===== src/rtl/tld_pkg.sv =====
// Shared constants, command and status types for the terminal line discipline.
package tld_pkg;

   // Line buffer sizing
   localparam int LINE_CAPACITY = 32;
   localparam int LEN_W         = $clog2(LINE_CAPACITY);

   // Configuration port
   localparam int CSR_IDX_W  = 3;
   localparam int CSR_DATA_W = 8;

   localparam logic [CSR_IDX_W-1:0] CSR_CANONICAL_MODE = 3'd0;
   localparam logic [CSR_IDX_W-1:0] CSR_ECHO_ENABLE    = 3'd1;
   localparam logic [CSR_IDX_W-1:0] CSR_SIGNAL_ENABLE  = 3'd2;
   localparam logic [CSR_IDX_W-1:0] CSR_NO_FOREGROUND  = 3'd3;
   localparam logic [CSR_IDX_W-1:0] CSR_ERASE_KEY      = 3'd4;
   localparam logic [CSR_IDX_W-1:0] CSR_ENTER_KEY      = 3'd5;

   localparam logic [7:0] ERASE_KEY_RST = 8'h08;
   localparam logic [7:0] ENTER_KEY_RST = 8'h0d;

   // Character codes
   localparam logic [7:0] CH_NUL     = 8'h00;
   localparam logic [7:0] CH_INTR    = 8'h03;
   localparam logic [7:0] CH_LF      = 8'h0a;
   localparam logic [7:0] CH_SPACE   = 8'h20;
   localparam logic [7:0] CH_UPPER_C = 8'h43;
   localparam logic [7:0] CH_CARET   = 8'h5e;
   localparam logic [7:0] CH_DEL     = 8'h7f;

   // Result destinations
   localparam logic DEST_READER = 1'b0;
   localparam logic DEST_ECHO   = 1'b1;

   // Source of the outgoing byte
   typedef enum logic [2:0] {
      SRC_CARET,
      SRC_C,
      SRC_LF,
      SRC_NUL,
      SRC_CHAR,
      SRC_MEM,
      SRC_ERASE,
      SRC_SPACE
   } out_src_type;

   // Buffer pointer operations
   typedef enum logic [2:0] {
      PTR_HOLD,
      PTR_TOP,
      PTR_ZERO,
      PTR_DEC,
      PTR_INC
   } ptr_op_type;

   // Line length operations
   typedef enum logic [1:0] {
      LEN_HOLD,
      LEN_CLEAR,
      LEN_INC,
      LEN_TO_PTR
   } len_op_type;

   typedef struct packed {
      logic        capture;
      logic        wr_en;
      logic        rd_en;
      logic        scan_chk;
      ptr_op_type  ptr_op;
      len_op_type  len_op;
      logic        out_load;
      out_src_type out_src;
      logic        out_dest;
      logic        out_last;
   } cmd_type;

   typedef struct packed {
      logic canon;
      logic echo;
      logic nofg;
      logic is_intr;
      logic is_erase;
      logic is_enter;
      logic is_store;
      logic len_zero;
      logic scan_more;
      logic wide;
      logic drain_more;
      logic slot_free;
   } status_type;

endpackage


===== src/rtl/tty_line_discipline.sv =====
// Top level of the terminal line discipline: controller plus datapath, one item in work at a time.
// A stored or raw byte passes the decode state, then an emit state loads its first result.
// A new item waits in idle until every result of the last is loaded, which stalls on the result side.
// Erase goes through a read state and a check state per byte scanned back; enter reads each buffered
// byte through the registered read of the line memory before loading it as a result.
// Reset clears control, empties the line and restores register defaults; no clearing pass.
module tty_line_discipline (
   input  logic                          clock,
   input  logic                          reset,
   input  logic                          req_valid,
   output logic                          req_ready,
   input  logic [7:0]                    req_in_byte,
   output logic                          rsp_valid,
   input  logic                          rsp_ready,
   output logic                          rsp_dest,
   output logic [7:0]                    rsp_out_byte,
   output logic                          rsp_last,
   input  logic                          csr_we,
   input  logic [tld_pkg::CSR_IDX_W-1:0]  csr_index,
   input  logic [tld_pkg::CSR_DATA_W-1:0] csr_wdata
);
   import tld_pkg::*;

   cmd_type    cmd;
   status_type status;

   tld_controller u_ctrl (
      .clock     (clock),
      .reset     (reset),
      .req_valid (req_valid),
      .req_ready (req_ready),
      .status    (status),
      .cmd       (cmd)
   );

   tld_datapath u_dp (
      .clock        (clock),
      .reset        (reset),
      .req_in_byte  (req_in_byte),
      .csr_we       (csr_we),
      .csr_index    (csr_index),
      .csr_wdata    (csr_wdata),
      .cmd          (cmd),
      .status       (status),
      .rsp_valid    (rsp_valid),
      .rsp_dest     (rsp_dest),
      .rsp_out_byte (rsp_out_byte),
      .rsp_last     (rsp_last),
      .rsp_ready    (rsp_ready)
   );

endmodule


===== src/rtl/tld_datapath.sv =====
// Datapath: configuration registers, line memory, scan window and result register.
module tld_datapath (
   input  logic                          clock,
   input  logic                          reset,
   input  logic [7:0]                    req_in_byte,
   input  logic                          csr_we,
   input  logic [tld_pkg::CSR_IDX_W-1:0]  csr_index,
   input  logic [tld_pkg::CSR_DATA_W-1:0] csr_wdata,
   input  tld_pkg::cmd_type              cmd,
   output tld_pkg::status_type           status,
   output logic                          rsp_valid,
   output logic                          rsp_dest,
   output logic [7:0]                    rsp_out_byte,
   output logic                          rsp_last,
   input  logic                          rsp_ready
);
   import tld_pkg::*;

   logic             canon_ff, echo_ff, sig_ff, nofg_ff;
   logic [7:0]       erase_key_ff, enter_key_ff;
   logic [7:0]       c_ff;
   logic [LEN_W-1:0] len_ff, len_in;
   logic [LEN_W-1:0] ptr_ff, ptr_in;
   logic [LEN_W-1:0] len_top;
   logic [LEN_W-1:0] nbytes;
   logic [7:0]       line_mem [LINE_CAPACITY];
   logic [7:0]       rd_ff;
   logic [7:0]       win1_ff, win2_ff;
   logic             wide_ff;
   logic [15:0]      cp;
   logic             valid_ff;
   logic             dest_ff, last_ff;
   logic [7:0]       byte_ff;
   logic [7:0]       out_sel;

   function automatic logic is_cont(input logic [7:0] b);
      return b[7:6] == 2'b10;
   endfunction

   function automatic logic cp_is_wide(input logic [15:0] v);
      return (v >= 16'h3000 && v <= 16'h303e) ||
             (v >= 16'h3041 && v <= 16'h3096) ||
             (v >= 16'h3099 && v <= 16'h30ff) ||
             (v >= 16'h3400 && v <= 16'h9fff) ||
             (v >= 16'hff01 && v <= 16'hff60) ||
             (v >= 16'hffe0 && v <= 16'hffe6);
   endfunction

   // Write configuration registers
   always_ff @(posedge clock) begin
      if (reset) begin
         canon_ff     <= 1'b1;
         echo_ff      <= 1'b1;
         sig_ff       <= 1'b1;
         nofg_ff      <= 1'b1;
         erase_key_ff <= ERASE_KEY_RST;
         enter_key_ff <= ENTER_KEY_RST;
      end else if (csr_we) begin
         unique case (csr_index)
            CSR_CANONICAL_MODE: canon_ff     <= csr_wdata[0];
            CSR_ECHO_ENABLE:    echo_ff      <= csr_wdata[0];
            CSR_SIGNAL_ENABLE:  sig_ff       <= csr_wdata[0];
            CSR_NO_FOREGROUND:  nofg_ff      <= csr_wdata[0];
            CSR_ERASE_KEY:      erase_key_ff <= csr_wdata;
            CSR_ENTER_KEY:      enter_key_ff <= csr_wdata;
            default: ;
         endcase
      end
   end

   // Hold the accepted item
   always_ff @(posedge clock) begin
      if (cmd.capture) begin
         c_ff <= req_in_byte;
      end
   end

   assign len_top = len_ff - 1'b1;

   // Next pointer and line length
   always_comb begin
      case (cmd.ptr_op)
         PTR_TOP:  ptr_in = len_top;
         PTR_ZERO: ptr_in = '0;
         PTR_DEC:  ptr_in = ptr_ff - 1'b1;
         PTR_INC:  ptr_in = ptr_ff + 1'b1;
         default:  ptr_in = ptr_ff;
      endcase
      case (cmd.len_op)
         LEN_CLEAR:  len_in = '0;
         LEN_INC:    len_in = len_ff + 1'b1;
         LEN_TO_PTR: len_in = ptr_ff;
         default:    len_in = len_ff;
      endcase
   end

   always_ff @(posedge clock) begin
      if (reset) begin
         len_ff <= '0;
      end else begin
         len_ff <= len_in;
      end
      ptr_ff <= ptr_in;
   end

   // Line memory: one write port at the line end, one registered read at the pointer
   always_ff @(posedge clock) begin
      if (cmd.wr_en) begin
         line_mem[len_ff] <= c_ff;
      end
      if (cmd.rd_en) begin
         rd_ff <= line_mem[ptr_ff];
      end
   end

   // Decode the character that starts at the pointer; rd_ff is its lead byte
   assign nbytes = len_ff - ptr_ff;

   always_comb begin
      cp = 16'hfffd;
      if (rd_ff[7:5] == 3'b110 && nbytes >= LEN_W'(2) && is_cont(win1_ff)) begin
         cp = {5'b0, rd_ff[4:0], win1_ff[5:0]};
      end else if (rd_ff[7:4] == 4'b1110 && nbytes >= LEN_W'(3) &&
                   is_cont(win1_ff) && is_cont(win2_ff)) begin
         cp = {rd_ff[3:0], win1_ff[5:0], win2_ff[5:0]};
      end
   end

   // Shift the scan window and latch the display width
   always_ff @(posedge clock) begin
      if (cmd.scan_chk) begin
         win1_ff <= rd_ff;
         win2_ff <= win1_ff;
         wide_ff <= cp_is_wide(cp);
      end
   end

   // Pick the outgoing byte
   always_comb begin
      case (cmd.out_src)
         SRC_CARET: out_sel = CH_CARET;
         SRC_C:     out_sel = CH_UPPER_C;
         SRC_LF:    out_sel = CH_LF;
         SRC_NUL:   out_sel = CH_NUL;
         SRC_CHAR:  out_sel = c_ff;
         SRC_MEM:   out_sel = rd_ff;
         SRC_ERASE: out_sel = erase_key_ff;
         SRC_SPACE: out_sel = CH_SPACE;
         default:   out_sel = CH_NUL;
      endcase
   end

   // Result register: load a new item, drop it once taken
   always_ff @(posedge clock) begin
      if (reset) begin
         valid_ff <= 1'b0;
      end else if (cmd.out_load) begin
         valid_ff <= 1'b1;
      end else if (rsp_ready) begin
         valid_ff <= 1'b0;
      end
      if (cmd.out_load) begin
         dest_ff <= cmd.out_dest;
         byte_ff <= out_sel;
         last_ff <= cmd.out_last;
      end
   end

   assign rsp_valid    = valid_ff;
   assign rsp_dest     = dest_ff;
   assign rsp_out_byte = byte_ff;
   assign rsp_last     = last_ff;

   // Report status to the controller
   always_comb begin
      status.canon      = canon_ff;
      status.echo       = echo_ff;
      status.nofg       = nofg_ff;
      status.is_intr    = sig_ff && (c_ff == CH_INTR);
      status.is_erase   = (c_ff == erase_key_ff) || (c_ff == CH_DEL);
      status.is_enter   = (c_ff == enter_key_ff) || (c_ff == CH_LF);
      status.is_store   = (c_ff != CH_NUL) && (len_ff < LEN_W'(LINE_CAPACITY - 1));
      status.len_zero   = (len_ff == '0);
      status.scan_more  = (ptr_ff != '0) && is_cont(rd_ff);
      status.wide       = wide_ff;
      status.drain_more = (ptr_ff != len_top);
      status.slot_free  = !valid_ff || rsp_ready;
   end

endmodule


===== src/rtl/tld_controller.sv =====
// Controller: sequences decode, erase scan, line drain and result emission.
module tld_controller (
   input  logic                clock,
   input  logic                reset,
   input  logic                req_valid,
   output logic                req_ready,
   input  tld_pkg::status_type status,
   output tld_pkg::cmd_type    cmd
);
   import tld_pkg::*;

   typedef enum logic [17:0] {
      ST_IDLE       = 18'h00001,
      ST_DECODE     = 18'h00002,
      ST_INT_CARET  = 18'h00004,
      ST_INT_C      = 18'h00008,
      ST_INT_LF     = 18'h00010,
      ST_INT_NUL    = 18'h00020,
      ST_RAW_RD     = 18'h00040,
      ST_RAW_ECHO   = 18'h00080,
      ST_STORE_ECHO = 18'h00100,
      ST_ER_RD      = 18'h00200,
      ST_ER_CHK     = 18'h00400,
      ST_ER_BS1     = 18'h00800,
      ST_ER_SP      = 18'h01000,
      ST_ER_BS2     = 18'h02000,
      ST_EN_RD      = 18'h04000,
      ST_EN_DATA    = 18'h08000,
      ST_EN_NUL     = 18'h10000,
      ST_EN_LF      = 18'h20000
   } state_type;

   state_type state_ff, state_in;
   logic      col2_ff, col2_in;
   logic      int_nul;

   assign req_ready = (state_ff == ST_IDLE);
   assign int_nul   = status.canon && status.nofg;

   // Next state and commands
   always_comb begin
      state_in     = state_ff;
      col2_in      = col2_ff;
      cmd          = '0;
      cmd.ptr_op   = PTR_HOLD;
      cmd.len_op   = LEN_HOLD;
      cmd.out_src  = SRC_NUL;
      cmd.out_dest = DEST_READER;
      unique case (state_ff)
         ST_IDLE: begin
            if (req_valid) begin
               cmd.capture = 1'b1;
               state_in    = ST_DECODE;
            end
         end
         ST_DECODE: begin
            if (status.is_intr) begin
               cmd.len_op = LEN_CLEAR;
               if (status.echo) begin
                  state_in = ST_INT_CARET;
               end else if (int_nul) begin
                  state_in = ST_INT_NUL;
               end else begin
                  state_in = ST_IDLE;
               end
            end else if (!status.canon) begin
               state_in = ST_RAW_RD;
            end else if (status.is_erase) begin
               if (status.len_zero) begin
                  state_in = ST_IDLE;
               end else begin
                  cmd.ptr_op = PTR_TOP;
                  state_in   = ST_ER_RD;
               end
            end else if (status.is_enter) begin
               if (status.len_zero) begin
                  state_in = ST_EN_NUL;
               end else begin
                  cmd.ptr_op = PTR_ZERO;
                  state_in   = ST_EN_RD;
               end
            end else if (status.is_store) begin
               cmd.wr_en  = 1'b1;
               cmd.len_op = LEN_INC;
               state_in   = status.echo ? ST_STORE_ECHO : ST_IDLE;
            end else begin
               state_in = ST_IDLE;
            end
         end
         ST_INT_CARET: begin
            if (status.slot_free) begin
               cmd.out_load = 1'b1;
               cmd.out_src  = SRC_CARET;
               cmd.out_dest = DEST_ECHO;
               state_in     = ST_INT_C;
            end
         end
         ST_INT_C: begin
            if (status.slot_free) begin
               cmd.out_load = 1'b1;
               cmd.out_src  = SRC_C;
               cmd.out_dest = DEST_ECHO;
               state_in     = ST_INT_LF;
            end
         end
         ST_INT_LF: begin
            if (status.slot_free) begin
               cmd.out_load = 1'b1;
               cmd.out_src  = SRC_LF;
               cmd.out_dest = DEST_ECHO;
               cmd.out_last = !int_nul;
               state_in     = int_nul ? ST_INT_NUL : ST_IDLE;
            end
         end
         ST_INT_NUL: begin
            if (status.slot_free) begin
               cmd.out_load = 1'b1;
               cmd.out_src  = SRC_NUL;
               cmd.out_last = 1'b1;
               state_in     = ST_IDLE;
            end
         end
         ST_RAW_RD: begin
            if (status.slot_free) begin
               cmd.out_load = 1'b1;
               cmd.out_src  = SRC_CHAR;
               cmd.out_last = !status.echo;
               state_in     = status.echo ? ST_RAW_ECHO : ST_IDLE;
            end
         end
         ST_RAW_ECHO, ST_STORE_ECHO: begin
            if (status.slot_free) begin
               cmd.out_load = 1'b1;
               cmd.out_src  = SRC_CHAR;
               cmd.out_dest = DEST_ECHO;
               cmd.out_last = 1'b1;
               state_in     = ST_IDLE;
            end
         end
         // Walk back over continuation bytes to the lead byte
         ST_ER_RD: begin
            cmd.rd_en = 1'b1;
            state_in  = ST_ER_CHK;
         end
         ST_ER_CHK: begin
            cmd.scan_chk = 1'b1;
            if (status.scan_more) begin
               cmd.ptr_op = PTR_DEC;
               state_in   = ST_ER_RD;
            end else begin
               cmd.len_op = LEN_TO_PTR;
               col2_in    = 1'b0;
               state_in   = status.echo ? ST_ER_BS1 : ST_IDLE;
            end
         end
         ST_ER_BS1: begin
            if (status.slot_free) begin
               cmd.out_load = 1'b1;
               cmd.out_src  = SRC_ERASE;
               cmd.out_dest = DEST_ECHO;
               state_in     = ST_ER_SP;
            end
         end
         ST_ER_SP: begin
            if (status.slot_free) begin
               cmd.out_load = 1'b1;
               cmd.out_src  = SRC_SPACE;
               cmd.out_dest = DEST_ECHO;
               state_in     = ST_ER_BS2;
            end
         end
         ST_ER_BS2: begin
            if (status.slot_free) begin
               cmd.out_load = 1'b1;
               cmd.out_src  = SRC_ERASE;
               cmd.out_dest = DEST_ECHO;
               if (status.wide && !col2_ff) begin
                  col2_in  = 1'b1;
                  state_in = ST_ER_BS1;
               end else begin
                  cmd.out_last = 1'b1;
                  state_in     = ST_IDLE;
               end
            end
         end
         // Drain the line to the reader
         ST_EN_RD: begin
            cmd.rd_en = 1'b1;
            state_in  = ST_EN_DATA;
         end
         ST_EN_DATA: begin
            if (status.slot_free) begin
               cmd.out_load = 1'b1;
               cmd.out_src  = SRC_MEM;
               if (status.drain_more) begin
                  cmd.ptr_op = PTR_INC;
                  state_in   = ST_EN_RD;
               end else begin
                  state_in = ST_EN_NUL;
               end
            end
         end
         ST_EN_NUL: begin
            if (status.slot_free) begin
               cmd.out_load = 1'b1;
               cmd.out_src  = SRC_NUL;
               cmd.out_last = !status.echo;
               cmd.len_op   = LEN_CLEAR;
               state_in     = status.echo ? ST_EN_LF : ST_IDLE;
            end
         end
         ST_EN_LF: begin
            if (status.slot_free) begin
               cmd.out_load = 1'b1;
               cmd.out_src  = SRC_LF;
               cmd.out_dest = DEST_ECHO;
               cmd.out_last = 1'b1;
               state_in     = ST_IDLE;
            end
         end
         default: begin
            state_in = ST_IDLE;
         end
      endcase
   end

   always_ff @(posedge clock) begin
      if (reset) begin
         state_ff <= ST_IDLE;
         col2_ff  <= 1'b0;
      end else begin
         state_ff <= state_in;
         col2_ff  <= col2_in;
      end
   end

endmodule


===== config.mk =====
export PLATFORM = sky130hd
export DESIGN_NAME = tty_line_discipline
export DESIGN_NICKNAME = d
export VERILOG_FILES = /design/src/rtl/tld_pkg.sv /design/src/rtl/tty_line_discipline.sv /design/src/rtl/tld_datapath.sv /design/src/rtl/tld_controller.sv
export SDC_FILE = /design/constraint.sdc
export NUM_CORES = 1
export LEC_CHECK = 0
export ABC_CLOCK_PERIOD_IN_PS = 9350
export BUFFER_PORTS_ARGS = -buffer_cell sky130_fd_sc_hd__buf_2
export CELL_PAD_IN_SITES_DETAIL_PLACEMENT = 1
export CELL_PAD_IN_SITES_GLOBAL_PLACEMENT = 1
export CORE_MARGIN = 2
export CORE_UTILIZATION = 40
export DETAILED_ROUTE_END_ITERATION = 6
export GPL_ROUTABILITY_DRIVEN = 1
export PLACE_DENSITY_LB_ADDON = 0.1
export SLEW_MARGIN = 20
export SYNTH_ARGS = -nofsm -noshare
export SYNTH_HDL_FRONTEND = slang
export SYNTH_SLANG_ARGS = --single-unit

===== constraint.sdc =====
create_clock -name clock -period 9.35 [get_ports clock]
set_clock_uncertainty 0.1 [all_clocks]
set_input_delay 1.87 -clock clock [delete_from_list [all_inputs] [get_ports clock]]
set_output_delay 1.87 -clock clock [all_outputs]
set_load 0.02 [all_outputs]

=== After elaboration in Yosys (flattened, before gate mapping) ===
Memories as Yosys holds them, arrays and structs flattened. A register that Yosys moved wholly into a read port is not among the register bits.
Cells that the tools add are included.
Widths: inputs -> output; s select.

* Register bits after elaboration: 85
* ROM bits: 0
* Memories: 1
* Bits in latches: 0
* Memory bits (writable): 256
* Logic and storage cells: 234

* Reductions and logical operators: 49
* Multiplexer cells: 85
* Shifts and indexed selects: 0
* Bitwise logic cells: 0
* $mul: 0
* Div/mod/pow operators: 0
* Equal/unequal tests: 61
* Magnitude comparators: 15
* Add/sub/neg operators: 5

{| class="wikitable"
|+ Memory list
! memory !! depth !! bits a word !! rd ports !! clocked after memory_dff !! wr ports !! line !! RTL
|-
| u_dp.line_mem || 32 || 8 || 1 || 1 || 1 || tld_datapath.sv:26 || <nowiki>logic [7:0] line_mem [LINE_CAPACITY];</nowiki>
|}

{| class="wikitable"
|+ Operators with widths
! cell !! count
|-
| $mux 18 || 19
|-
| $pmux 18 s15 || 1
|-
| $ge 16x14->1 const B || 4
|-
| $pmux 8 s8 || 1
|-
| $le 16x14->1 const B || 3
|-
| $le 16x16->1 const B || 3
|-
| $pmux 4 s12 || 1
|-
| $mux 17 || 2
|-
| $ge 16x16->1 const B || 2
|-
| $mux 16 || 2
|-
| $mux 5 || 6
|-
| $mux 6 || 5
|-
| $eq 3x3->1 const B || 8
|-
| $mux 12 || 2
|-
| $ne 2x2->1 const B || 11
|-
| $mux 1 || 21
|-
| $pmux 5 s4 || 1
|-
| $eq 18x1->1 const B || 1
|-
| $eq 18x10->1 const B || 1
|-
| $eq 18x11->1 const B || 1
|-
| $eq 18x12->1 const B || 1
|-
| $eq 18x13->1 const B || 1
|-
| $eq 18x14->1 const B || 1
|-
| $eq 18x15->1 const B || 1
|-
| 54 further kinds || 116
|}

=== Logic depth before layout (Yosys ltp) ===
Gate-level depths: netlist of run 1.

* Depth in word-level cells: 14
* Depth in mapped cells: 15
* Mapped depth without buffers: 15

=== By module ===
A second synthesis of run 1 with hierarchy kept.

* Cell total of the unflattened synthesis: 1,042
* Area, all modules: 15,331.0 µm²

{| class="wikitable"
|+ By module, submodules not included
! module !! seq. area each (µm²) !! instances !! cells an instance !! area an instance (µm²)
|-
| tld_datapath || 9,649.3 || 1 || 870 || 13,939.6
|-
| tld_controller || 380.4 || 1 || 172 || 1,391.3
|}

=== Worst setup path before layout of run 1 ===
OpenSTA, ideal clock, no wires.

* Path kind: reg-to-output
* Start point: register u_ctrl.state_ff[12]
* End point: output req_ready
* Buffers on the path: 1
* Arrival: 1.786 ns
* Stages on the path, launching flop included: 6
* Slack: 5.594 ns
* Required time: 7.380 ns
* Cells stage by stage: dfxtp_1 -> buf_4 -> or3_1 -> or3_4 -> or2_2 -> inv_1

* Cells in the longest elaborated chain, start to end: 1

{| class="wikitable"
|+ Ends and longest elaborated chain
! item !! line !! RTL
|-
| from (decl) || tld_controller.sv:33 || <nowiki>state_type state_ff, state_in;</nowiki>
|-
| from (signal assigned) || tld_controller.sv:232 || <nowiki>state_ff <= state_in;</nowiki>
|-
| $eq 18x1->1 || tld_controller.sv:37 || <nowiki>assign req_ready = (state_ff == ST_IDLE);</nowiki>
|-
| to (decl) || tty_line_discipline.sv:11 || <nowiki>output logic req_ready,</nowiki>
|}

No other way between the ends.

=== Final worst setup path of run 1 ===
* Start point: register u_ctrl.state_ff[6]
* End point: output req_ready

Same word-level chain as after synthesis.

==> results.sh, run 1 <==
export IMPL_fmax_mhz=217.3
export IMPL_path_cells="nor3_4 -> nand4_4 -> or3_4 -> or2_2 -> inv_1 -> buf_2"
export IMPL_hold_viol=0
export IMPL_cpPeakStageDelay_ns=0.42
export IMPL_die_x_um=200.1
export IMPL_clock_latency_ns=0.56
export IMPL_first_global_vias=9615
export IMPL_antenna_found_initial=0
export IMPL_gp_congestion=0.8513
export IMPL_post_route_period_util_pct=49.23
export IMPL_drv_slew=0
export IMPL_path_buf_inv=2
export IMPL_synth_flop_cell="edfxtp_1"
export IMPL_slowest_stage="nor3_4"
export IMPL_setup_viol=0
export IMPL_ir_drop_uv=123.5
export IMPL_synth_warnings=0
export IMPL_critPathRequiredTime_ns=7.38
export IMPL_fill_cells=3746
export IMPL_portBuffers=35
export IMPL_seq_area_mm2=0.01003
export IMPL_max_cap_violations=0
export IMPL_clockBufferDepth=3
export IMPL_postCtsHoldBufs=0
export IMPL_nNetsFinal=1139
export IMPL_drc=0
export IMPL_final_min_clock_period_ns=4.603
export IMPL_finish_cell_count_without_fillers=1640
export IMPL_status="complete, no violations"
export IMPL_synth_edf_count=304
export IMPL_crit_path_start="u_ctrl.state_ff[6]$_SDFFE_PP0P_"
export IMPL_final_cell_mix="edfxtp_1 (304), nand2_1 (95), nor2_1 (73), a21oi_1 (64), mux4_2 (64)"
export IMPL_final_common_cell="edfxtp_1"
export IMPL_core_area_mm2=0.03776
export IMPL_ant_nets=0
export IMPL_drtIter0Drc=608
export IMPL_fp_dieH_um=200.1
export IMPL_worst_pin_slew_ns=0.9862
export IMPL_vias=9214
export IMPL_rsz0062_at_grt="no"
export IMPL_htreeDepth=2
export IMPL_rows=71
export IMPL_crit_type="register to output pin"
export IMPL_cts_clk_slew_worst_paths_ns=0.06
export IMPL_syn_inst=1056
export IMPL_wirelength_um=40840
export IMPL_dp_hpwl_um=26390
export IMPL_start_kind="register"
export IMPL_firstDrtPassIters=5
export IMPL_cts_tree="yes"
export IMPL_ys_seq_elements=349
export IMPL_start_util_pct=40.73
export IMPL_crit_family="simple AND/OR/NAND/NOR gates"
export IMPL_grt_max_degree=62
export IMPL_async_flop_share_pct=0
export IMPL_maxSlewHeadroom_pct=34.25
export IMPL_hold_class="register to register"
export IMPL_setup_tns_ns=0
export IMPL_cts_resized=0
export IMPL_die_area_mm2=0.04002
export IMPL_final_cell_area_mm2=0.01729
export IMPL_r2r_start="u_dp.ptr_ff[2]$_DFFE_PP_"
export IMPL_cts_sinks=349
export IMPL_netlist_area_mm2=0.01538
export IMPL_diodes=0
export IMPL_ioPinCount=36
export IMPL_r2r_slack_ns=5.12
export IMPL_syn_nets=1094
export IMPL_clockRootBuffer="clkbuf_16"
export IMPL_cts_made_buffers=39
export IMPL_grt_ovfl_total=0
export IMPL_crit_fanout=8
export IMPL_setup_worst_path_end_class="output pin"
export IMPL_cp_arrival_ns=2.63
export IMPL_hp_start="u_dp.win1_ff[6]$_DFFE_PP_"
export IMPL_placed_cell_area_mm2=0.01611
export IMPL_post_cts_buffers=0
export IMPL_multiInputGateArea_mm2=0.005052
export IMPL_layout_drive_gt1_share_pct=17.80
export IMPL_placed_cells=1571
export IMPL_yosysSeqAreaShare_pct=65.23
export IMPL_grt_pass1_wl_um=62030
export IMPL_synth_cell_types=80
export IMPL_vias_per_cell=5.618
export IMPL_avgSynthCellArea_um2=14.56
export IMPL_p_leak_nw=5.667
export IMPL_wl_per_cell_um=24.90
export IMPL_synthToLayoutAreaGrowth_pct=12.47
export IMPL_cellPowerDensity_mw_per_mm2=196.6
export IMPL_grt_usage_pct=21.18
-- registers in the layout, indices dropped and copies added, names as in the netlist --
signal,flops
u_dp.c_ff,8
u_dp.rsp_out_byte,8
u_dp.rsp_last,1
u_dp.sig_ff,1
u_dp.rsp_dest,1
u_dp.enter_key_ff,8
u_dp.rsp_valid,1
u_dp.ptr_ff,5
u_dp.echo_ff,1
u_dp.len_ff,5
u_dp.rd_ff,8
u_dp.line_mem,256
u_dp.canon_ff,1
u_dp.win2_ff,8
u_dp.wide_ff,1
u_ctrl.col2_ff,1
u_dp.erase_key_ff,8
u_dp.nofg_ff,1
u_dp.win1_ff,8
u_ctrl.state_ff,18
-- worst reg2reg max path, stage by stage (launching register included) --
cell and delay [ns]:
edfxtp_1 0.86, inv_2 0.45, ha_1 0.47, o21ai_0 0.24, a21oi_1 0.10, nand3b_1 0.22
o31ai_2 0.69, nor2_1 0.09, a21oi_1 0.15, a31oi_1 0.07, o41ai_1 0.40, o21ai_0 0.12
-- cell usage after synthesis, types with 5 or more instances --
cell type,instances,area share [%]
edfxtp_1,304,59
nand2_1,95,2.3
nor2_1,73,1.8
a21oi_1,64,2.1
mux4_2,64,9.4
dfxtp_1,45,5.9
clkbuf_1,33,0.81
nand3_1,32,1.0
nor3_1,32,1.0
o21ai_0,24,0.78
mux2i_1,22,1.4
xnor2_1,21,1.2
inv_1,20,0.49
xor2_1,14,0.80
ha_1,12,0.98
nand4_1,12,0.49
buf_2,11,0.36
nand3b_1,11,0.54
nor4_1,10,0.41
o22ai_1,10,0.41
or3_1,9,0.37
a31oi_1,8,0.33
nand2b_1,8,0.33
nor2b_1,7,0.28
a311oi_1,6,0.34
a21o_1,5,0.24
a22oi_1,5,0.24
mux2_2,5,0.37
or4_1,5,0.24
-- worst paths after layout --
path	endpoint	cells past startpoint
hold reg to reg	u_dp.win2_ff[6]$_DFFE_PP_	0
setup / recovery	req_ready	6
setup reg to reg	u_dp.wide_ff$_DFFE_PP_	11
hold / removal	u_dp.win2_ff[6]$_DFFE_PP_	0
-- kinds of logic (layout without fill, tap and decap cells) --
group | after synthesis | count (layout) | synth area share [%]
XOR/XNOR | 35 | 35 | 1.994
buffers and inverters | 71 | 144 | 1.953
flip-flops | 349 | 349 | 65.23
AO/OA/AOI/OAI | 166 | 166 | 7.234
adder cells (fa/ha/maj) | 14 | 14 | 1.237
multiplexers | 91 | 91 | 11.17
AND/OR/NAND/NOR | 330 | 330 | 11.18
-- power by group --
part           switching [mW]  leakage (nW)  internal, mW
Clock                   0.613         0.574         0.831
Combinational           0.154          1.99        0.0523
Sequential             0.0112          3.11          1.74
Total                   0.778          5.67          2.62
-- per-layer routing --
layer	GRT usage [%]	share of wire [%]	vias up
li1	-	-	4224
met1	29.20	46	4750
met2	34.72	48	177
met3	3.427	3.6	63
met4	6.392	2.7	0
met5	0	0	-
-- final cells by class --
type	instances	share of cell area, %
well taps	511	3.697
repair buffers	53	1.794
multi-input cells	636	29.22
clock inverters	16	0.8682
inverters	22	0.4775
flip-flops and latches	349	58.00
clock buffers	53	5.948
-- per-stage QoR --
step,hold WS (ns),utilization [%],setup WS (ns),power [mW]
2_1_floorplan,0.3166,-,5.594,1.905
3_3_place_gp,0.3299,42.68,5.057,1.992
3_5_place_dp,0.3279,42.68,5.025,1.993
4_1_cts,0.3390,45.80,4.738,3.445
5_1_grt,0.3578,45.80,4.601,3.513
6_report,0.3376,45.80,4.747,3.401
Note: power is estimated with default switching activity, not from simulation.
==> run 2: changes to the inputs <==
--- a/config.mk
+++ b/config.mk
@@ -5,7 +5,7 @@
 export SDC_FILE = /design/constraint.sdc
 export NUM_CORES = 1
 export LEC_CHECK = 0
-export ABC_CLOCK_PERIOD_IN_PS = 9350
+export ABC_CLOCK_PERIOD_IN_PS = 3800
 export BUFFER_PORTS_ARGS = -buffer_cell sky130_fd_sc_hd__buf_2
 export CELL_PAD_IN_SITES_DETAIL_PLACEMENT = 1
 export CELL_PAD_IN_SITES_GLOBAL_PLACEMENT = 1
==> constraint.sdc (replaced) <==
create_clock -name clock -period 3.8 [get_ports clock]
set_clock_uncertainty 0.1 [all_clocks]
set_input_delay 0.76 -clock clock [delete_from_list [all_inputs] [get_ports clock]]
set_output_delay 0.76 -clock clock [all_outputs]
set_load 0.02 [all_outputs]
==> results.sh, run 2 (synthesis gave the netlist of run 1 again) <==
export IMPL_status="complete, no violations"
export IMPL_setup_viol=0
export IMPL_regMostFlops="u_dp.line_mem"
export IMPL_grt_ovfl_total=0
export IMPL_hold_viol=0
export IMPL_placed_cell_area_mm2=0.01648
export IMPL_post_route_period_util_pct=92.62
export IMPL_largest_reg_flops=256
export IMPL_placed_cells=1618
export IMPL_first_global_vias=9762
export IMPL_die_area_mm2=0.04002
export IMPL_firstDrtPassIters=4
export IMPL_path_cells="nor2_1 -> nand4_4 -> nor3_1 -> nand4_1 -> nand2b_1 -> nor2_2 -> inv_1 -> ha_1 -> a21o_1 -> a21oi_1 -> xor2_1 -> mux2i_1 -> nand2_1"
export IMPL_wl_per_cell_um=24.59
export IMPL_grt_pass1_wl_um=62790
export IMPL_fp_dieH_um=200.1
export IMPL_finalWorstSetupSlack_ns=0.2803
export IMPL_antenna_found_initial=0
export IMPL_finish_cell_count_without_fillers=1688
export IMPL_postCtsHoldBufs=0
export IMPL_layout_drive_gt1_share_pct=21.07
export IMPL_place_ws_ns=0.1604
export IMPL_worst_pin_slew_ns=0.9681
export IMPL_crit_type="register to register"
export IMPL_whs_ns=0.2871
export IMPL_p_leak_nw=5.925
export IMPL_cts_sinks=349
export IMPL_clockRootBuffer="clkbuf_16"
export IMPL_start_kind="register"
export IMPL_grt_max_degree=60
export IMPL_vias=9396
export IMPL_slowest_stage="nor2_1"
export IMPL_critPathRequiredTime_ns=4.00
export IMPL_maxSlewHeadroom_pct=35.46
export IMPL_dp_hpwl_um=27310
export IMPL_grt_usage_pct=21.59
export IMPL_clockBufferDepth=3
export IMPL_setup_worst_path_end_class="register"
export IMPL_synthToLayoutAreaGrowth_pct=14.90
export IMPL_drtIter0Drc=568
export IMPL_portBuffers=35
export IMPL_ir_drop_uv=370.5
export IMPL_top_regs="u_dp.line_mem (256), u_ctrl.state_ff (18)"
export IMPL_cp_arrival_ns=3.72
export IMPL_path_buf_inv=1
export IMPL_die_x_um=200.1
export IMPL_rsz0062_at_grt="no"
export IMPL_drv_slew=0
export IMPL_vias_per_cell=5.566
export IMPL_fin_util_pct=46.79
export IMPL_cts_tree="yes"
export IMPL_max_cap_violations=0
export IMPL_rows=71
export IMPL_r2r_slack_ns=0.28
export IMPL_gp_congestion=0.9083
export IMPL_htreeDepth=2
export IMPL_ant_nets=0
export IMPL_core_area_mm2=0.03776
export IMPL_setup_tns_ns=0
export IMPL_clock_latency_ns=0.55
export IMPL_nNetsFinal=1189
export IMPL_diodes=0
export IMPL_cpPeakStageDelay_ns=0.35
export IMPL_drc=0
export IMPL_crit_fanout=6
export IMPL_final_cell_mix="edfxtp_1 (304), nand2_1 (95), nor2_1 (72), buf_4 (67)"
export IMPL_ioPinCount=36
export IMPL_final_common_cell="edfxtp_1"
export IMPL_hold_class="input port to register"
export IMPL_finalPower_mw=8.381
export IMPL_cts_made_buffers=39
export IMPL_start_util_pct=40.73
export IMPL_cellPowerDensity_mw_per_mm2=474.4
export IMPL_final_min_clock_period_ns=3.520
export IMPL_wirelength_um=41510
export IMPL_cts_clk_slew_worst_paths_ns=0.06
export IMPL_crit_family="simple AND/OR/NAND/NOR gates"
export IMPL_final_cell_area_mm2=0.01767
export IMPL_fmax_mhz=284.1
==> run 2: cell count changes in the layout (fill, tap and decap cells not counted), sizes merged <==
cell | previous run | this run
clkbuf | 53 | 49
clkinv | 12 | 14
buf | 53 | 103
==> run 2: path summary, 6_finish.rpt <==
path	from	to	cells after the start
setup / recovery	u_ctrl.state_ff[9]$_SDFFE_PP0P_	u_dp.ptr_ff[4]$_DFFE_PP_	13
hold / removal	req_in_byte[1]	u_dp.c_ff[1]$_DFFE_PP_	1
setup reg to reg	u_ctrl.state_ff[9]$_SDFFE_PP0P_	u_dp.ptr_ff[4]$_DFFE_PP_	13
hold reg to reg	u_dp.win1_ff[6]$_DFFE_PP_	u_dp.win2_ff[6]$_DFFE_PP_	0
==> run 2: repair_timing <==
item | CTS | global route
hold endpoints to repair | 0 | 0
setup endpoints to repair | 0 | 1
buffers inserted | 0 | 3
gates resized for setup | 0 | 1
==> run 2: final cells by class <==
type	instances	area (µm²)
inverter	22	82.58
sequential	349	10030
clock inverter	18	150.1
multi-input combinational	636	5054
clock buffer	49	1013
fill	3756	20090
tap	511	639.4
timing repair buffer	103	698.2
==> run 2: where the power goes <==
group | internal, mW | switching, mW | total (mW)
sequential | 4.28 | 0.0529 | 4.33
clock | 2.03 | 1.52 | 3.55
combinational | 0.139 | 0.363 | 0.502
==> run 2: metal layers <==
| metal | wire length, µm | vias to the layer above | global-route usage, % |
|---|---|---|---|
| li1 | - | 4312 | - |
| met1 | 18700 | 4825 | 29.54 |
| met2 | 19560 | 179 | 34.59 |
| met3 | 1433 | 80 | 2.806 |
| met4 | 1809 | 0 | 9.877 |
| met5 | 0 | - | 0 |
==> run 3: changes to the inputs <==
--- a/config.mk
+++ b/config.mk
@@ -5,6 +5,7 @@
 export SDC_FILE = /design/constraint.sdc
 export NUM_CORES = 1
 export LEC_CHECK = 0
+export ABC_AREA = 1
 export ABC_CLOCK_PERIOD_IN_PS = 3800
 export BUFFER_PORTS_ARGS = -buffer_cell sky130_fd_sc_hd__buf_2
 export CELL_PAD_IN_SITES_DETAIL_PLACEMENT = 1
==> results.sh, run 3 <==
export IMPL_grt_ovfl_total=0
export IMPL_rows=73
export IMPL_r2r_slack_ns=0.46
export IMPL_cts_resized=0
export IMPL_hp_start="req_in_byte[6]"
export IMPL_async_flop_share_pct=0
export IMPL_nNetsFinal=1643
export IMPL_status="complete, no violations"
export IMPL_grt_pass1_wl_um=70790
export IMPL_cellPowerDensity_mw_per_mm2=565.8
export IMPL_synthTopCellsByCount="edfxtp_1 (304), nor2_1 (262), nand2_1 (182), o21ai_0 (161), nand3_1 (121)"
export IMPL_rsz0062_at_grt="no"
export IMPL_layout_drive_gt1_share_pct=13.87
export IMPL_finalPower_mw=10.37
export IMPL_synth_warnings=0
export IMPL_ir_drop_uv=574.2
export IMPL_hold_viol=0
export IMPL_whs_ns=0.2847
export IMPL_drtIter0Drc=676
export IMPL_multiInputGateArea_mm2=0.005249
export IMPL_critPathRequiredTime_ns=3.99
export IMPL_gp_congestion=0.8474
export IMPL_synth_top_cell_area_share_pct=56.79
export IMPL_drv_slew=0
export IMPL_max_cap_violations=0
export IMPL_netlist_area_mm2=0.01607
export IMPL_synthToLayoutAreaGrowth_pct=14.00
export IMPL_avgSynthCellArea_um2=10.44
export IMPL_die_area_mm2=0.04181
export IMPL_crit_type="register to register"
export IMPL_place_ws_ns=0.4483
export IMPL_firstDrtPassIters=5
export IMPL_start_util_pct=40.46
export IMPL_diodes=0
export IMPL_hold_path_end="u_dp.c_ff[6]$_DFFE_PP_"
export IMPL_cts_tree="yes"
export IMPL_setup_viol=0
export IMPL_largest_reg_flops=256
export IMPL_wirelength_um=45930
export IMPL_setup_worst_path_end_class="register"
export IMPL_vias=11610
export IMPL_ys_seq_elements=349
export IMPL_ioPinCount=36
export IMPL_start_kind="register"
export IMPL_syn_inst=1540
export IMPL_top_regs="u_dp.line_mem (256), u_ctrl.state_ff (18)"
export IMPL_grt_usage_pct=22.48
export IMPL_worst_pin_slew_ns=1.012
export IMPL_r2r_start="u_dp.len_ff[0]$_SDFFE_PP0P_"
export IMPL_p_leak_nw=6.841
export IMPL_fin_util_pct=46.12
export IMPL_dp_hpwl_um=30270
export IMPL_antenna_found_initial=1
export IMPL_seq_area_mm2=0.01003
export IMPL_crit_fanout=12
export IMPL_grt_max_degree=133
export IMPL_regMostFlops="u_dp.line_mem"
export IMPL_clock_latency_ns=0.57
export IMPL_cp_arrival_ns=3.53
export IMPL_yosysSeqAreaShare_pct=62.40
export IMPL_die_x_um=204.5
export IMPL_first_global_vias=11810
export IMPL_final_common_cell="edfxtp_1"
export IMPL_core_area_mm2=0.03973
export IMPL_synth_edf_count=304
export IMPL_reg2reg_depth=20
export IMPL_r2r_end="u_dp.wide_ff$_DFFE_PP_"
export IMPL_ys_top_cells_by_area="edfxtp_1 (57%), nor2_1 (6.1%), dfxtp_1 (5.6%)"
export IMPL_final_min_clock_period_ns=3.340
export IMPL_cts_sinks=349
export IMPL_holdPathStages=1
export IMPL_maxSlewHeadroom_pct=32.44
export IMPL_crit_path_start="u_dp.len_ff[0]$_SDFFE_PP0P_"
export IMPL_htreeDepth=2
export IMPL_fmax_mhz=299.4
export IMPL_fill_cells=4344
export IMPL_synth_cell_types=55
export IMPL_post_cts_buffers=0
export IMPL_clockRootBuffer="clkbuf_16"
export IMPL_portBuffers=35
export IMPL_yosysMostFrequentCell="edfxtp_1"
export IMPL_syn_nets=1578
export IMPL_cts_made_buffers=41
export IMPL_vias_per_cell=5.371
export IMPL_ant_nets=0
export IMPL_hold_class="input port to register"
export IMPL_postCtsHoldBufs=0
export IMPL_post_route_period_util_pct=87.89
export IMPL_setup_tns_ns=0
export IMPL_fp_dieH_um=204.5
export IMPL_final_cell_mix="edfxtp_1 (304), nor2_1 (261), nand2_1 (182), o21ai_0 (161), nand3_1 (121)"
export IMPL_drc=0
export IMPL_clockBufferDepth=3
export IMPL_wl_per_cell_um=21.25
export IMPL_yosys_area_top_type="edfxtp_1"
export IMPL_cts_clk_slew_worst_paths_ns=0.05
export IMPL_synth_flop_cell="edfxtp_1"
export IMPL_finalWorstSetupSlack_ns=0.4601
[run 3: cell types whose count changed after synthesis, sizes merged, moves of 22 or more]
cell    previous run  this run
nand2             97       197
a21oi             66        24
nor2              74       282
o221ai             1        27
inv               21       124
mux4              64         0
nand3             32       130
mux2i             22         0
o22ai             11        39
clkbuf            34        58
o21ai             26       167
[run 3: logic make-up after synthesis]
| family | synth area share (%) |
|---|---|
| xor+xnor | 1.362 |
| flops | 62.40 |
| fa+ha+maj | 1.183 |
| buf+inv | 4.966 |
| compound gates | 10.72 |
| simple gates | 19.37 |
[run 3: power breakdown]
part	switching [mW]	total, mW	internal (mW)
Sequential	0.208	4.96	4.76
Clock	1.54	3.78	2.24
Combinational	1.22	1.62	0.404
[run 3: how the worst max path moves through the flow]
stage | end | slack (ns) | cells past startpoint
finish | u_dp.wide_ff$_DFFE_PP_ | 0.46 | 20
global route | u_dp.wide_ff$_DFFE_PP_ | 0.008 | 21
CTS | u_dp.ptr_ff[4]$_DFFE_PP_ | 0.42 | 17
detailed placement | u_dp.ptr_ff[4]$_DFFE_PP_ | 0.45 | 17
global placement | u_dp.wide_ff$_DFFE_PP_ | 0.57 | 20
floorplan | u_dp.wide_ff$_DFFE_PP_ | 0.77 | 19
[run 3: area by class of cell]
| type | instances | share of cell area, % |
|---|---|---|
| Multi-Input combinational cell | 995 | 28.64 |
| Tap cell | 525 | 3.585 |
| Clock buffer | 57 | 6.262 |
| Timing Repair Buffer | 93 | 3.400 |
| Sequential cell | 349 | 54.74 |
| Clock inverter | 18 | 0.7784 |
| Inverter | 125 | 2.595 |
[run 3: metrics by stage]
stage / instances / area, µm²
after floorplan: 1540 / 16070
final: 2162 / 18320
after global placement: 2087 / 17030
after detailed placement: 2087 / 17030
after global routing: 2162 / 18320
after CTS: 2162 / 18320
[run 3: worst max-delay path, cell delays in order (launching register included)]
cell	delay, ns
dfxtp_1	0.35
inv_1	0.20
ha_1	0.18
inv_1	0.06
fa_1	0.46
nand2_1	0.09
nand2_1	0.07
nand2_1	0.06
nand2_1	0.05
nand2_1	0.08
nor2_1	0.05
nand2_1	0.32
nand2_1	0.27
nand2_1	0.18
nand2_1	0.09
nor2_1	0.15
nor2_1	0.07
nor2_1	0.10
nand2_1	0.06
inv_1	0.05
nand3_1	0.06
[run 3: metal layers]
metal,GRT usage (%),wire length [µm],vias to the layer above
met4,6.263,832,2
li1,-,-,5570
met5,0,13,-
met1,31.73,21770,5799
met2,35.93,21490,184
met3,3.619,1827,58
